==> src/hdl/brfe_pkg.sv <==
package brfe_pkg;

  // Parser phases over the fields of a BAM alignment record, plus a discard phase.
  typedef enum logic [3:0] {
    PH_BLOCK,
    PH_CORE,
    PH_NAME,
    PH_CIGAR,
    PH_SEQ,
    PH_QUAL,
    PH_TAG,
    PH_FIXED,
    PH_STRING,
    PH_SUBTYPE,
    PH_COUNT,
    PH_BSKIP,
    PH_DISCARD
  } phase_t;

  // Result kinds.
  localparam logic [3:0] K_BASE      = 4'd0;
  localparam logic [3:0] K_BARCODE   = 4'd1;
  localparam logic [3:0] K_UMI       = 4'd2;
  localparam logic [3:0] K_NH        = 4'd3;
  localparam logic [3:0] K_BC_DONE   = 4'd4;
  localparam logic [3:0] K_UMI_DONE  = 4'd5;
  localparam logic [3:0] K_REC_END   = 4'd6;
  localparam logic [3:0] K_BAD_TYPE  = 4'd7;
  localparam logic [3:0] K_BAD_SUB   = 4'd8;
  localparam logic [3:0] K_TOO_LONG  = 4'd9;

  // String capture targets.
  localparam logic [1:0] TGT_NONE    = 2'd0;
  localparam logic [1:0] TGT_BARCODE = 2'd1;
  localparam logic [1:0] TGT_UMI     = 2'd2;

  localparam logic [31:0] CORE_LAST  = 32'd31;
  localparam logic [7:0]  NIBBLE_MASK = 8'h0F;

  // Tag names, first byte in the low half.
  localparam logic [15:0] TAG_CR = {8'h52, 8'h43};
  localparam logic [15:0] TAG_UR = {8'h52, 8'h55};
  localparam logic [15:0] TAG_NH = {8'h48, 8'h4E};

  // One slot of a result beat.
  typedef struct packed {
    logic [3:0]  kind;
    logic [31:0] value;
  } result_t;

  // All results caused by one input byte.
  typedef struct packed {
    logic [1:0] count;
    result_t    r0;
    result_t    r1;
  } bundle_t;

  // Queue status seen by the top level.
  typedef struct packed {
    logic full;
    logic empty;
  } qstat_t;

  // Where the skip chain lands after a header field.
  typedef struct packed {
    phase_t      ph;
    logic [31:0] skip;
  } entry_t;

  // Packed 4-bit base code to ASCII letter.
  function automatic logic [7:0] base_letter(input logic [3:0] code);
    logic [7:0] r;
    case (code)
      4'd0:  r = "=";
      4'd1:  r = "A";
      4'd2:  r = "C";
      4'd3:  r = "M";
      4'd4:  r = "G";
      4'd5:  r = "R";
      4'd6:  r = "S";
      4'd7:  r = "V";
      4'd8:  r = "T";
      4'd9:  r = "W";
      4'd10: r = "Y";
      4'd11: r = "H";
      4'd12: r = "K";
      4'd13: r = "D";
      4'd14: r = "B";
      default: r = "N";
    endcase
    return r;
  endfunction

  // Byte size of a fixed numeric type code, zero when it is not one.
  function automatic logic [2:0] fixed_size(input logic [7:0] t);
    logic [2:0] r;
    case (t)
      "c", "C":      r = 3'd1;
      "s", "S":      r = 3'd2;
      "i", "I", "f": r = 3'd4;
      default:       r = 3'd0;
    endcase
    return r;
  endfunction

  // Walk past empty variable fields, starting at the given one.
  function automatic entry_t enter_from(input phase_t start, input logic [7:0] nl,
                                        input logic [15:0] cc, input logic [31:0] sl);
    entry_t e;
    e.ph   = PH_TAG;
    e.skip = 32'd0;
    if (start == PH_NAME && nl != 8'd0) begin
      e.ph = PH_NAME;
      e.skip = {24'd0, nl};
    end else if ((start == PH_NAME || start == PH_CIGAR) && cc != 16'd0) begin
      e.ph = PH_CIGAR;
      e.skip = {14'd0, cc, 2'b00};
    end else if ((start == PH_NAME || start == PH_CIGAR || start == PH_SEQ) &&
                 sl != 32'd0) begin
      e.ph = PH_SEQ;
      e.skip = (sl >> 1) + {31'd0, sl[0]};
    end else if (start != PH_TAG && sl != 32'd0) begin
      e.ph = PH_QUAL;
      e.skip = sl;
    end
    return e;
  endfunction

endpackage

==> src/hdl/brfe_front.sv <==
module brfe_front #(
  parameter int BARCODE_MAX = 32
) (
  input  logic              clk,
  input  logic              rst,
  input  logic              accept,
  input  logic [7:0]        data_byte,
  input  logic [15:0]       max_seq_len,
  output logic              push,
  output brfe_pkg::bundle_t bundle
);
  import brfe_pkg::*;

  localparam int CNT_W = $clog2(BARCODE_MAX + 1);
  localparam logic [CNT_W-1:0] CNT_MAX = CNT_W'(BARCODE_MAX);

  phase_t            phase, phase_next;
  logic [31:0]       record_offset, record_offset_next;
  logic [2:0]        field_shift, field_shift_next;
  logic [31:0]       record_length, record_length_next;
  logic [7:0]        name_length, name_length_next;
  logic [15:0]       cigar_count, cigar_count_next;
  logic [31:0]       seq_length, seq_length_next;
  logic [31:0]       skip_remaining, skip_remaining_next;
  logic [31:0]       bases_emitted, bases_emitted_next;
  logic [23:0]       tag_and_type, tag_and_type_next;
  logic [1:0]        string_target, string_target_next;
  logic [CNT_W-1:0]  string_count, string_count_next;
  logic [2:0]        element_size, element_size_next;
  logic [31:0]       nh_accumulator, nh_accumulator_next;
  logic [2:0]        nh_bytes_left, nh_bytes_left_next;

  logic        past_core, ends, second_base;
  logic [4:0]  byte_shift;
  logic [31:0] byte_ext, shifted;
  logic [15:0] tag;
  logic [2:0]  type_size;
  entry_t      entry;

  // Shared decode of the current byte.
  assign byte_shift  = {field_shift[1:0], 3'b000};
  assign byte_ext    = {24'd0, data_byte};
  assign shifted     = byte_ext << byte_shift;
  assign tag         = tag_and_type[15:0];
  assign type_size   = (data_byte == "A") ? 3'd1 : fixed_size(data_byte);
  assign past_core   = !(phase == PH_CORE && record_offset < CORE_LAST);
  assign ends        = (phase != PH_BLOCK) && past_core &&
                       ({1'b0, record_offset} + 33'd1 >= {1'b0, record_length});
  assign second_base = !ends && (bases_emitted + 32'd1 < seq_length);

  // Next state of the parser.
  always_comb begin
    logic [31:0] total;
    phase_next          = phase;
    record_offset_next  = record_offset;
    field_shift_next    = field_shift;
    record_length_next  = record_length;
    name_length_next    = name_length;
    cigar_count_next    = cigar_count;
    seq_length_next     = seq_length;
    skip_remaining_next = skip_remaining;
    bases_emitted_next  = bases_emitted;
    tag_and_type_next   = tag_and_type;
    string_target_next  = string_target;
    string_count_next   = string_count;
    element_size_next   = element_size;
    nh_accumulator_next = nh_accumulator;
    nh_bytes_left_next  = nh_bytes_left;
    entry               = enter_from(PH_NAME, name_length, cigar_count, seq_length);
    total               = 32'd0;

    if (accept) begin
      unique case (phase)
        PH_BLOCK: begin
          record_length_next = record_length | shifted;
          field_shift_next = field_shift + 3'd1;
          if (field_shift == 3'd3) begin
            field_shift_next = 3'd0;
            record_offset_next = 32'd0;
            phase_next = PH_CORE;
          end
        end
        PH_CORE: begin
          if (record_offset == 32'd8) name_length_next = data_byte;
          else if (record_offset == 32'd12) cigar_count_next[7:0] = data_byte;
          else if (record_offset == 32'd13) cigar_count_next[15:8] = data_byte;
          else if (record_offset >= 32'd16 && record_offset <= 32'd19)
            seq_length_next = seq_length | (byte_ext << {record_offset[1:0], 3'b000});
          if (record_offset == CORE_LAST) begin
            bases_emitted_next = 32'd0;
            if (seq_length > {16'd0, max_seq_len}) begin
              phase_next = PH_DISCARD;
            end else begin
              entry = enter_from(PH_NAME, name_length, cigar_count, seq_length);
              phase_next = entry.ph;
              skip_remaining_next = entry.skip;
              if (entry.ph == PH_TAG) begin
                field_shift_next = 3'd0;
                tag_and_type_next = 24'd0;
              end
            end
          end
        end
        PH_NAME, PH_CIGAR, PH_QUAL, PH_SEQ: begin
          if (phase == PH_SEQ)
            bases_emitted_next = bases_emitted + (second_base ? 32'd2 : 32'd1);
          skip_remaining_next = skip_remaining - 32'd1;
          if (skip_remaining == 32'd1) begin
            unique case (phase)
              PH_NAME:  entry = enter_from(PH_CIGAR, name_length, cigar_count, seq_length);
              PH_CIGAR: entry = enter_from(PH_SEQ, name_length, cigar_count, seq_length);
              PH_SEQ:   entry = enter_from(PH_QUAL, name_length, cigar_count, seq_length);
              default:  entry = enter_from(PH_TAG, name_length, cigar_count, seq_length);
            endcase
            phase_next = entry.ph;
            skip_remaining_next = entry.skip;
            if (entry.ph == PH_TAG) begin
              field_shift_next = 3'd0;
              tag_and_type_next = 24'd0;
            end
          end
        end
        PH_TAG: begin
          tag_and_type_next = tag_and_type | shifted[23:0];
          field_shift_next = field_shift + 3'd1;
          if (field_shift == 3'd2) begin
            field_shift_next = 3'd0;
            if (type_size != 3'd0) begin
              element_size_next = type_size;
              nh_bytes_left_next = type_size;
              nh_accumulator_next = 32'd0;
              phase_next = PH_FIXED;
            end else if (data_byte == "Z" || data_byte == "H") begin
              string_target_next = (tag == TAG_CR) ? TGT_BARCODE :
                                   (tag == TAG_UR) ? TGT_UMI : TGT_NONE;
              string_count_next = '0;
              phase_next = PH_STRING;
            end else if (data_byte == "B") begin
              phase_next = PH_SUBTYPE;
            end else begin
              phase_next = PH_DISCARD;
            end
          end
        end
        PH_FIXED: begin
          nh_accumulator_next = nh_accumulator | shifted;
          field_shift_next = field_shift + 3'd1;
          nh_bytes_left_next = nh_bytes_left - 3'd1;
          if (nh_bytes_left == 3'd1) begin
            phase_next = PH_TAG;
            field_shift_next = 3'd0;
            tag_and_type_next = 24'd0;
          end
        end
        PH_STRING: begin
          if (data_byte == 8'd0) begin
            string_target_next = TGT_NONE;
            phase_next = PH_TAG;
            field_shift_next = 3'd0;
            tag_and_type_next = 24'd0;
          end else if (string_target != TGT_NONE && string_count < CNT_MAX) begin
            string_count_next = string_count + 1'b1;
          end
        end
        PH_SUBTYPE: begin
          element_size_next = fixed_size(data_byte);
          if (fixed_size(data_byte) == 3'd0) begin
            phase_next = PH_DISCARD;
          end else begin
            field_shift_next = 3'd0;
            skip_remaining_next = 32'd0;
            phase_next = PH_COUNT;
          end
        end
        PH_COUNT: begin
          skip_remaining_next = skip_remaining | shifted;
          field_shift_next = field_shift + 3'd1;
          if (field_shift == 3'd3) begin
            // Array bytes are count times element size, saturated.
            case (element_size)
              3'd2:    total = skip_remaining_next[31] ? 32'hFFFF_FFFF
                                                       : (skip_remaining_next << 1);
              3'd4:    total = (|skip_remaining_next[31:30]) ? 32'hFFFF_FFFF
                                                             : (skip_remaining_next << 2);
              default: total = skip_remaining_next;
            endcase
            skip_remaining_next = total;
            field_shift_next = 3'd0;
            if (total != 32'd0) begin
              phase_next = PH_BSKIP;
            end else begin
              phase_next = PH_TAG;
              tag_and_type_next = 24'd0;
            end
          end
        end
        PH_BSKIP: begin
          skip_remaining_next = skip_remaining - 32'd1;
          if (skip_remaining == 32'd1) begin
            phase_next = PH_TAG;
            field_shift_next = 3'd0;
            tag_and_type_next = 24'd0;
          end
        end
        default: begin
        end
      endcase

      if (phase != PH_BLOCK) record_offset_next = record_offset + 32'd1;

      // The record's last byte cuts off any field and rearms the parser.
      if (ends) begin
        phase_next = PH_BLOCK;
        field_shift_next = 3'd0;
        record_length_next = 32'd0;
        record_offset_next = 32'd0;
        name_length_next = 8'd0;
        cigar_count_next = 16'd0;
        seq_length_next = 32'd0;
        string_target_next = TGT_NONE;
      end
    end
  end

  // Results caused by the current byte.
  always_comb begin
    result_t r0, r1;
    logic [1:0] n;
    r0 = '0;
    r1 = '0;
    n  = 2'd0;
    unique case (phase)
      PH_CORE: begin
        if (record_offset == CORE_LAST && seq_length > {16'd0, max_seq_len}) begin
          r0 = '{kind: K_TOO_LONG, value: seq_length};
          n = 2'd1;
        end
      end
      PH_SEQ: begin
        r0 = '{kind: K_BASE, value: {24'd0, base_letter(data_byte[7:4])}};
        n = 2'd1;
        if (second_base) begin
          r1 = '{kind: K_BASE,
                 value: {24'd0, base_letter(4'(data_byte & NIBBLE_MASK))}};
          n = 2'd2;
        end
      end
      PH_TAG: begin
        if (field_shift == 3'd2 && type_size == 3'd0 && data_byte != "Z" &&
            data_byte != "H" && data_byte != "B") begin
          r0 = '{kind: K_BAD_TYPE, value: byte_ext};
          n = 2'd1;
        end
      end
      PH_FIXED: begin
        if (nh_bytes_left == 3'd1 && tag == TAG_NH) begin
          r0 = '{kind: K_NH, value: nh_accumulator | shifted};
          n = 2'd1;
        end
      end
      PH_STRING: begin
        if (data_byte == 8'd0) begin
          if (string_target != TGT_NONE) begin
            r0 = '{kind: (string_target == TGT_BARCODE) ? K_BC_DONE : K_UMI_DONE,
                   value: 32'(string_count)};
            n = 2'd1;
          end
        end else if (string_target != TGT_NONE && string_count < CNT_MAX) begin
          r0 = '{kind: {2'b00, string_target}, value: byte_ext};
          n = 2'd1;
        end
      end
      PH_SUBTYPE: begin
        if (fixed_size(data_byte) == 3'd0) begin
          r0 = '{kind: K_BAD_SUB, value: byte_ext};
          n = 2'd1;
        end
      end
      default: begin
      end
    endcase

    // Record end follows whatever else this byte caused.
    if (ends) begin
      if (n == 2'd0) r0 = '{kind: K_REC_END, value: bases_emitted_next};
      else r1 = '{kind: K_REC_END, value: bases_emitted_next};
      n = n + 2'd1;
    end
    bundle.count = n;
    bundle.r0 = r0;
    bundle.r1 = r1;
    push = accept && (n != 2'd0);
  end

  // State registers.
  always_ff @(posedge clk) begin
    if (rst) begin
      phase          <= PH_BLOCK;
      record_offset  <= 32'd0;
      field_shift    <= 3'd0;
      record_length  <= 32'd0;
      name_length    <= 8'd0;
      cigar_count    <= 16'd0;
      seq_length     <= 32'd0;
      skip_remaining <= 32'd0;
      bases_emitted  <= 32'd0;
      tag_and_type   <= 24'd0;
      string_target  <= TGT_NONE;
      string_count   <= '0;
      element_size   <= 3'd0;
      nh_accumulator <= 32'd0;
      nh_bytes_left  <= 3'd0;
    end else begin
      phase          <= phase_next;
      record_offset  <= record_offset_next;
      field_shift    <= field_shift_next;
      record_length  <= record_length_next;
      name_length    <= name_length_next;
      cigar_count    <= cigar_count_next;
      seq_length     <= seq_length_next;
      skip_remaining <= skip_remaining_next;
      bases_emitted  <= bases_emitted_next;
      tag_and_type   <= tag_and_type_next;
      string_target  <= string_target_next;
      string_count   <= string_count_next;
      element_size   <= element_size_next;
      nh_accumulator <= nh_accumulator_next;
      nh_bytes_left  <= nh_bytes_left_next;
    end
  end

endmodule

==> src/hdl/brfe_queue.sv <==
module brfe_queue #(
  parameter int DEPTH = 4
) (
  input  logic              clk,
  input  logic              rst,
  input  logic              push,
  input  brfe_pkg::bundle_t push_data,
  input  logic              pop,
  output brfe_pkg::bundle_t head,
  output brfe_pkg::qstat_t  stat
);
  import brfe_pkg::*;

  localparam int PTR_W = (DEPTH > 1) ? $clog2(DEPTH) : 1;
  localparam int CNT_W = $clog2(DEPTH + 1);

  bundle_t            slots [DEPTH];
  logic [PTR_W-1:0]   wr_ptr, rd_ptr;
  logic [CNT_W-1:0]   count;
  logic               do_push, do_pop;

  assign stat.full  = (count == CNT_W'(DEPTH));
  assign stat.empty = (count == '0);
  assign do_push    = push && !stat.full;
  assign do_pop     = pop && !stat.empty;
  assign head       = slots[rd_ptr];

  // Pointers and fill count.
  always_ff @(posedge clk) begin
    if (rst) begin
      wr_ptr <= '0;
      rd_ptr <= '0;
      count  <= '0;
    end else begin
      if (do_push) wr_ptr <= (wr_ptr == PTR_W'(DEPTH - 1)) ? '0 : wr_ptr + 1'b1;
      if (do_pop)  rd_ptr <= (rd_ptr == PTR_W'(DEPTH - 1)) ? '0 : rd_ptr + 1'b1;
      count <= count + CNT_W'(do_push) - CNT_W'(do_pop);
    end
  end

  // Storage needs no reset.
  always_ff @(posedge clk) begin
    if (do_push) slots[wr_ptr] <= push_data;
  end

endmodule

==> src/hdl/brfe_back.sv <==
module brfe_back (
  input  logic              clk,
  input  logic              rst,
  input  brfe_pkg::bundle_t head,
  input  logic              empty,
  input  logic              out_stall,
  output logic              pop,
  output logic              out_valid,
  output logic [3:0]        kind,
  output logic [31:0]       value,
  output logic              last
);
  import brfe_pkg::*;

  // Selects the second result of a two-result bundle.
  logic sel;
  logic beat;

  assign out_valid = !empty;
  assign kind      = sel ? head.r1.kind : head.r0.kind;
  assign value     = sel ? head.r1.value : head.r0.value;
  assign last      = sel || (head.count == 2'd1);
  assign beat      = out_valid && !out_stall;
  assign pop       = beat && last;

  // Step through the bundle one beat at a time.
  always_ff @(posedge clk) begin
    if (rst) begin
      sel <= 1'b0;
    end else if (beat) begin
      sel <= !last;
    end
  end

endmodule

==> src/hdl/bam_record_field_extractor_unit.sv <==
// Each byte's results are registered in the result queue and offered from its head.
// Throughput: one byte per cycle while the queue is not full; a byte with two results
// gives two output beats, and the four-entry result queue fills when that repeats.
// Reset: synchronous, active high; clears the parser to await a block size,
// empties the queue and sets max_seq_len to 4096.
module bam_record_field_extractor_unit #(
  parameter int BARCODE_MAX = 32,
  parameter int QUEUE_DEPTH = 4
) (
  input  logic        clk,
  input  logic        rst,
  input  logic        in_valid,
  output logic        in_stall,
  input  logic [7:0]  data_byte,
  input  logic        cfg_we,
  input  logic [15:0] cfg_data,
  output logic        out_valid,
  input  logic        out_stall,
  output logic [3:0]  kind,
  output logic [31:0] value,
  output logic        last
);
  import brfe_pkg::*;

  logic [15:0] max_seq_len;
  logic        accept, push, pop;
  bundle_t     bundle, head;
  qstat_t      qstat;

  assign in_stall = qstat.full;
  assign accept   = in_valid && !in_stall;

  // Configuration register.
  always_ff @(posedge clk) begin
    if (rst) begin
      max_seq_len <= 16'd4096;
    end else if (cfg_we) begin
      max_seq_len <= cfg_data;
    end
  end

  brfe_front #(.BARCODE_MAX(BARCODE_MAX)) u_front (
    .clk(clk), .rst(rst), .accept(accept), .data_byte(data_byte),
    .max_seq_len(max_seq_len), .push(push), .bundle(bundle)
  );

  brfe_queue #(.DEPTH(QUEUE_DEPTH)) u_queue (
    .clk(clk), .rst(rst), .push(push), .push_data(bundle), .pop(pop),
    .head(head), .stat(qstat)
  );

  brfe_back u_back (
    .clk(clk), .rst(rst), .head(head), .empty(qstat.empty), .out_stall(out_stall),
    .pop(pop), .out_valid(out_valid), .kind(kind), .value(value), .last(last)
  );

  // A full queue always has a result on offer.
  a_full_offers: assert property (@(posedge clk) disable iff (rst)
    in_stall |-> out_valid) else $error("queue full with no result offered");

  // Nothing is offered right after reset.
  a_reset_quiet: assert property (@(posedge clk)
    rst |=> !out_valid) else $error("result offered after reset");

  // Only defined kinds leave the block.
  a_kind_range: assert property (@(posedge clk) disable iff (rst)
    out_valid |-> (kind <= K_TOO_LONG)) else $error("undefined result kind");

  // A beat that is not last is followed by the rest of its bundle.
  a_pair_follows: assert property (@(posedge clk) disable iff (rst)
    (out_valid && !out_stall && !last) |=> out_valid)
    else $error("second result of a byte missing");

endmodule

==> config.mk <==
export PLATFORM = sky130hd
export DESIGN_NAME = bam_record_field_extractor_unit
export DESIGN_NICKNAME = d
export VERILOG_FILES = /design/src/hdl/brfe_pkg.sv /design/src/hdl/brfe_front.sv /design/src/hdl/brfe_queue.sv /design/src/hdl/brfe_back.sv /design/src/hdl/bam_record_field_extractor_unit.sv
export SDC_FILE = /design/constraint.sdc
export NUM_CORES = 1
export LEC_CHECK = 0
export BUFFER_PORTS_ARGS = -buffer_cell sky130_fd_sc_hd__clkbuf_2
export CAP_MARGIN = 5
export CORE_MARGIN = 3
export CORE_UTILIZATION = 60
export DETAILED_ROUTE_END_ITERATION = 8
export GPL_ROUTABILITY_DRIVEN = 0
export PLACE_DENSITY = 0.76
export REMOVE_ABC_BUFFERS = 1
export SKIP_CTS_REPAIR_TIMING = 1
export SLEW_MARGIN = 20
export SYNTH_ARGS = -nofsm -noshare
export SYNTH_HDL_FRONTEND = slang
export SYNTH_HIERARCHICAL = 1
export SYNTH_SLANG_ARGS = --single-unit
==> constraint.sdc <==
create_clock -name clk -period 12.7 [get_ports clk]
set_input_delay 1.27 -clock clk [delete_from_list [all_inputs] [get_ports clk]]
set_output_delay 1.27 -clock clk [all_outputs]
set_load 0.02 [all_outputs]
== After elaboration in Yosys (flattened, before gate mapping) ==
Memory sizes are Yosys's and may differ from the RTL's. A register that Yosys moved wholly into a read port is not among the register bits.
Index checks and enable logic that the tools add are counted.
Word-level totals
  register bits after elaboration: 285
  latch bits: 0
  memory bits (writable): 296
  memory bits (read-only): 224
  input bits: 29
  output and inout bits: 39
  logic and storage cells: 356
  memories: 3
Operators by class
  add/subtract/negate cells: 14
  multipliers: 0
  divide/modulo/power cells: 0
  order comparisons: 7
  equal/unequal tests: 79
  shift operators: 2
  multiplexer cells: 148
  bitwise operators: 5
  reductions and logical operators: 77
Memory list
  u_queue.slots: words 4, width 74, rd ports 1, clocked after memory_dff 1, wr ports 1, RTL line brfe_queue.sv:17  | bundle_t slots [DEPTH];
  (name not given): words 16, width 7, rd ports 1, clocked after memory_dff 0, wr ports 0, RTL line brfe_pkg.sv:73  | case (code)
  (name not given): words 16, width 7, rd ports 1, clocked after memory_dff 0, wr ports 0, RTL line brfe_pkg.sv:73
Operators with widths (number)
  two-way mux 32 bit: 28
  two-way mux 36 bit: 18
  two-way mux 24 bit: 10
  case mux 36 bit (6 select lines): 1
  case mux 32 bit (2 select lines): 3
  case mux 24 bit (7 select lines): 1
  case mux 32 bit (5 select lines): 1
  two-way mux 34 bit: 4
  OR 32 bit: 4
  case mux 36 bit (3 select lines): 1
  == test 32 x 4 -> 1 bit (second input constant): 3
  == test 8 x 7 -> 1 bit (second input constant): 11
  adder 32 x 1 -> 32 bit (second input constant): 2
  nonzero test 32 bit: 2
  << shifter 8 x 5 -> 32 bit: 2
  two-way mux 3 bit: 19
  two-way mux 4 bit: 14
  two-way mux 8 bit: 7
  == test 16 x 15 -> 1 bit (second input constant): 3
  two-way mux 16 bit: 3
  case mux 4 bit (9 select lines): 1
  two-way mux 35 bit: 1
  adder 32 x 1 -> 33 bit (second input constant): 1
  >= comparator 33 x 32 -> 1 bit: 1
  other kinds (68): 191

== Longest topological paths before layout ==
  depth after elaboration: 18
  mapped depth: 31

== By module ==
Netlist, hierarchy kept.
By module, submodules not included
  brfe_front: instances 1, cells each 2712, area an instance 19459.9 um^2
  brfe_queue: instances 1, cells each 436, area an instance 11139.4 um^2
  bam_record_field_extractor_unit: instances 1, cells each 53, area an instance 588.1 um^2
  brfe_back: instances 1, cells each 48, area an instance 501.7 um^2

== Worst setup path after synthesis ==
No wires, ideal clock.
  path type: flip-flop to flip-flop
  start point: register u_front.record_offset[2]
  end point: memory u_queue/slots[0][62] in the netlist's numbering (data pin)
  setup time: 0.286 ns
  data arrival time: 5.685 ns
  data required time: 12.414 ns
  path slack: 6.729 ns
  cell stages (with the launch flop): 27
  period minus slack after synthesis: 5.971 ns
  cells stage by stage: dfxtp_1 -> clkbuf_1 -> and4_1 -> and4_1 -> and4_1 -> and3_1 -> and3_1 -> nand3_1 -> xnor2_1 -> ha_1 -> nand3_1 -> nor4_1 -> nand3_1 -> and4_1 -> o211ai_1 -> nand2_1 -> nand3_1 -> ha_1 -> inv_1 -> fa_1 -> nor2_1 -> nand3_1 -> nor4_1 -> and2_1 -> a21oi_1 -> o21ai_0 -> o22ai_1
RTL lines
  start: declaration: RTL line brfe_front.sv:18  | logic [31:0] record_offset, record_offset_next;
  start signal: assignment: RTL line brfe_front.sv:315  | record_offset <= record_offset_next;
  end: declaration: RTL line brfe_queue.sv:17

==> flow_metrics.env <==
export IMPL_areaGrowthSynthToFinish_pct=8.62
export IMPL_slew_viol_final=0
export IMPL_coreArea_sq_um=51800
export IMPL_required_ps=13130
export IMPL_net_switching_power_uw=939
export IMPL_placed_cells=3805
export IMPL_worst_path_fanout_max=11
export IMPL_drt_first_iter_violations=4117
export IMPL_finalCritPeriodShare_pct=59.2
export IMPL_dp_final_hpwl_microns=66300
export IMPL_clock_skew_ps=36.9
export IMPL_cts_inserted_buffers=57
export IMPL_sequential_power_share_pct=48.1
export IMPL_power_report_internal_total_mw=3.12
export IMPL_timing_hold_ws_ps=467
export IMPL_finalNonFillerCells=3914
export IMPL_wirelength_microns=98700
export IMPL_max_clock_path_buffers=3
export IMPL_firstDrtPassIters=9
export IMPL_ys_dominant_reg_cell="sky130_fd_sc_hd__edfxtp_1"
export IMPL_cp_arrival_ps=7950
export IMPL_mostFrequentLayoutCells="sky130_fd_sc_hd__nor2_1 (399), sky130_fd_sc_hd__edfxtp_1 (296), sky130_fd_sc_hd__dfxtp_1 (276)"
export IMPL_die_y_microns=236
export IMPL_drt_drc_violations_left=36
export IMPL_ys_warn_count=6
export IMPL_timing_worst_setup_path_type="reg2reg"
export IMPL_synth_sequential_area_ratio_pct=45.7
export IMPL_grt_overflow_total=0
export IMPL_critical_path_slowest_cell="sky130_fd_sc_hd__nor4_1"
export IMPL_n_antenna_cell=0
export IMPL_powerDensity_nw_per_um2=118
export IMPL_grt_start_max_net_pins=81
export IMPL_comb_power_share_pct=6.3
export IMPL_num_vias=27500
export IMPL_cts_tree="done"
export IMPL_layout_min_cycle_time_ps=7520
export IMPL_crit_path_cell_chain="and4_1 -> and4_1 -> and4_1 -> and3_1 -> and3_1 -> nand3_1 -> xnor2_1 -> ha_1 -> nand3_1 -> nor4_1 -> nand3_1 -> and4_1 -> o211ai_1 -> nand2_1 -> nand3_1 -> ha_1 -> inv_1 -> fa_1 -> nor2_1 -> nand3_1 -> nor4_1 -> nand2_1 -> o41a_1 -> o22ai_1"
export IMPL_slew_headroom_pct=17.3
export IMPL_ir_drop_v=0.000108
export IMPL_postRouteAntennaNets=0
export IMPL_synthesis_area_sq_um=31700
export IMPL_worstReg2RegEnd="u_queue/slots[1][54]"
export IMPL_ff2ff_path_depth=24
export IMPL_detail_route_vias_per_cell=7.03
export IMPL_port_buffer_count=67
export IMPL_max_slew_worst_pin_slew_ps=1240
export IMPL_synth_seq_cells=575
export IMPL_initial_utilization_pct=61.2
export IMPL_status="finished with violations"
export IMPL_clk_root_buffer_cell="sky130_fd_sc_hd__clkbuf_16"
export IMPL_final_common_cell="sky130_fd_sc_hd__nor2_1"
export IMPL_crit_path_end="u_queue/slots[1][54]"
export IMPL_worst_path_largest_cell_delay_ps=810
export IMPL_setup_tns_final_ps=0
export IMPL_startpoint_type="flip-flop"
export IMPL_rsz_0062_raised_after_global_routing="no"
export IMPL_post_synth_top_area_cell="sky130_fd_sc_hd__edfxtp_1"
export IMPL_global_route_usage_total_pct=34.3
export IMPL_rr_startpoint="u_front/record_offset[4]"
export IMPL_htreeDepth=2
export IMPL_clkSinkCount=575
export IMPL_cts_reportedPaths_clkPinSlew_ps=60
export IMPL_highest_clock_rate_ghz=0.133
export IMPL_layout_drive_gt1_share_pct=12.9
export IMPL_final_util_pct=66.4
export IMPL_failed_checks="design-rule violations"
export IMPL_clock_power_share_pct=45.7
export IMPL_synthTopCellsByArea="sky130_fd_sc_hd__edfxtp_1 (28%), sky130_fd_sc_hd__dfxtp_1 (18%), sky130_fd_sc_hd__mux4_2 (5.3%), sky130_fd_sc_hd__nor2_1 (4.8%), sky130_fd_sc_hd__ha_1 (4.6%)"
export IMPL_die_area_sq_um=55600
export IMPL_cp_startpoint="u_front/record_offset[4]"
export IMPL_placementRows=83
export IMPL_clk_latency_ps=650
export IMPL_synthCells=3249
export IMPL_hold_path_class="reg2reg"
export IMPL_p_sw_share_pct=23.1
export IMPL_proportion_of_register_bits_with_asynchronous_set_or_reset_after_synthesis_pct=0
export IMPL_synth_lib_cells_used_distinct=102
export IMPL_grt_pass1_wl_microns=151000
export IMPL_static_leakage_nw=12.6
export IMPL_die_w_microns=236
export IMPL_endpoint_type_of_the_worst_setup_path="flip-flop"
export IMPL_critical_path_top_cell_by_count="sky130_fd_sc_hd__nand3_1"
export IMPL_postSynthAreaPerCell_sq_um=9.75
export IMPL_synth_top_cell_area_share_pct=28.0
export IMPL_io_pins=68
export IMPL_final_hold_violation_count=0
export IMPL_grt_pass1_vias=26000
export IMPL_cap_violations=0
export IMPL_r2r_slack_ps=5180
export IMPL_layout_nets=3333
export IMPL_synth_enable_flop_cells=296
export IMPL_grt_antenna_before_repair=2
export IMPL_setup_violations_final=0
export IMPL_wire_per_inst_microns=25.2
cells by family after synthesis:
family	synth area share (%)
adder cells (fa/ha/maj)	4.75
other	0.0118
multiplexers	7.69
flip-flops	45.7
buffers and inverters	4.98
AO/OA/AOI/OAI	17.7
XOR/XNOR	2.82
AND/OR/NAND/NOR	16.4
synthesized netlist by cell type (all sizes together) (9+ instances only):
cell type,n
o221ai,13
nand3,98
and3,38
or3,14
o21a,16
nor3b,10
o22ai,68
a21o,32
xor2,28
ha,117
and4,19
o31ai,13
mux2i,23
xnor2,74
mux2,48
or2,9
mux4,74
and2,15
a211oi,37
nor2,403
o211ai,9
clkbuf,191
buf,68
nand4,57
edfxtp,296
o21ai,152
nand2b,13
a31oi,94
and3b,10
nand2,183
a41oi,13
inv,120
a221oi,19
dfxtp,279
nor3,74
or4,11
a22oi,48
nor4,44
nor2b,29
a21oi,259
stage by stage:
step	power [mW]	cell area (sq um)	setup WS, ps
final	4.06	34400	5180
after global routing	4.16	34400	4670
after floorplan	2.13	30600	6140
after CTS	4.06	34400	5430
after detailed placement	2.23	32300	5450
after global placement	2.23	32300	5740
cell type report:
cell class | count | area [sq um]
inverter | 120 | 450
timing repair buffer | 135 | 846
clock buffer | 76 | 1580
sequential | 575 | 14500
fill | 3894 | 17400
clock inverter | 32 | 507
multi-input combinational | 2296 | 15700
tap | 680 | 851
routing by layer:
metal	global-route usage, %	vias to the layer above	routed length, microns
met3	9.55	454	12300
met1	44.7	13000	36900
li1	-	12000	-
met2	51.9	2021	43100
met5	0	-	66
met4	18.8	6	6390
sequential cells by signal, summed over array words and instances, names as in the netlist, 32 cells and up, named ones only:
signal	count
u_front/bases_emitted	32
u_front/nh_accumulator	32
u_front/record_length	32
u_front/record_offset	32
u_front/seq_length	32
u_front/skip_remaining	32
u_queue/slots	296
how the worst min path moves through the flow:
stage	cells past startpoint	endpoint	startpoint	slack, ps
after floorplan	2	u_front/tag_and_type[14]	u_front/tag_and_type[14]	430
after global placement	2	u_front/nh_accumulator[21]	u_front/nh_accumulator[21]	450
after detailed placement	1	u_front/record_length[28]	u_front/record_length[28]	450
after CTS	2	u_front/nh_accumulator[27]	u_front/nh_accumulator[27]	470
after global routing	1	u_front/record_length[28]	u_front/record_length[28]	490
final	2	u_front/nh_accumulator[27]	u_front/nh_accumulator[27]	470
power by group through the flow:
| stage | logic, mW | registers [mW] | clock network (mW) |
|---|---|---|---|
| 2_1_floorplan | 0.131 | 2.00 | 0 |
| 3_3_place_gp | 0.234 | 1.99 | 0 |
| 3_5_place_dp | 0.240 | 1.99 | 0 |
| 4_1_cts | 0.241 | 1.95 | 1.87 |
| 5_1_grt | 0.266 | 1.95 | 1.94 |
| 6_report | 0.254 | 1.95 | 1.86 |
worst max-delay path: cells and delay by family, from the launching register on:
kind | cells | cell delay, ps
AOI/OAI and AO/OA | 3 | 930
xor gates and xnor gates | 1 | 170
adders and majority gates | 3 | 930
DFF | 1 | 560
buffers and inverters | 1 | 60
and+or+nand+nor | 16 | 4650
Note: power is estimated with default switching activity, not from simulation.
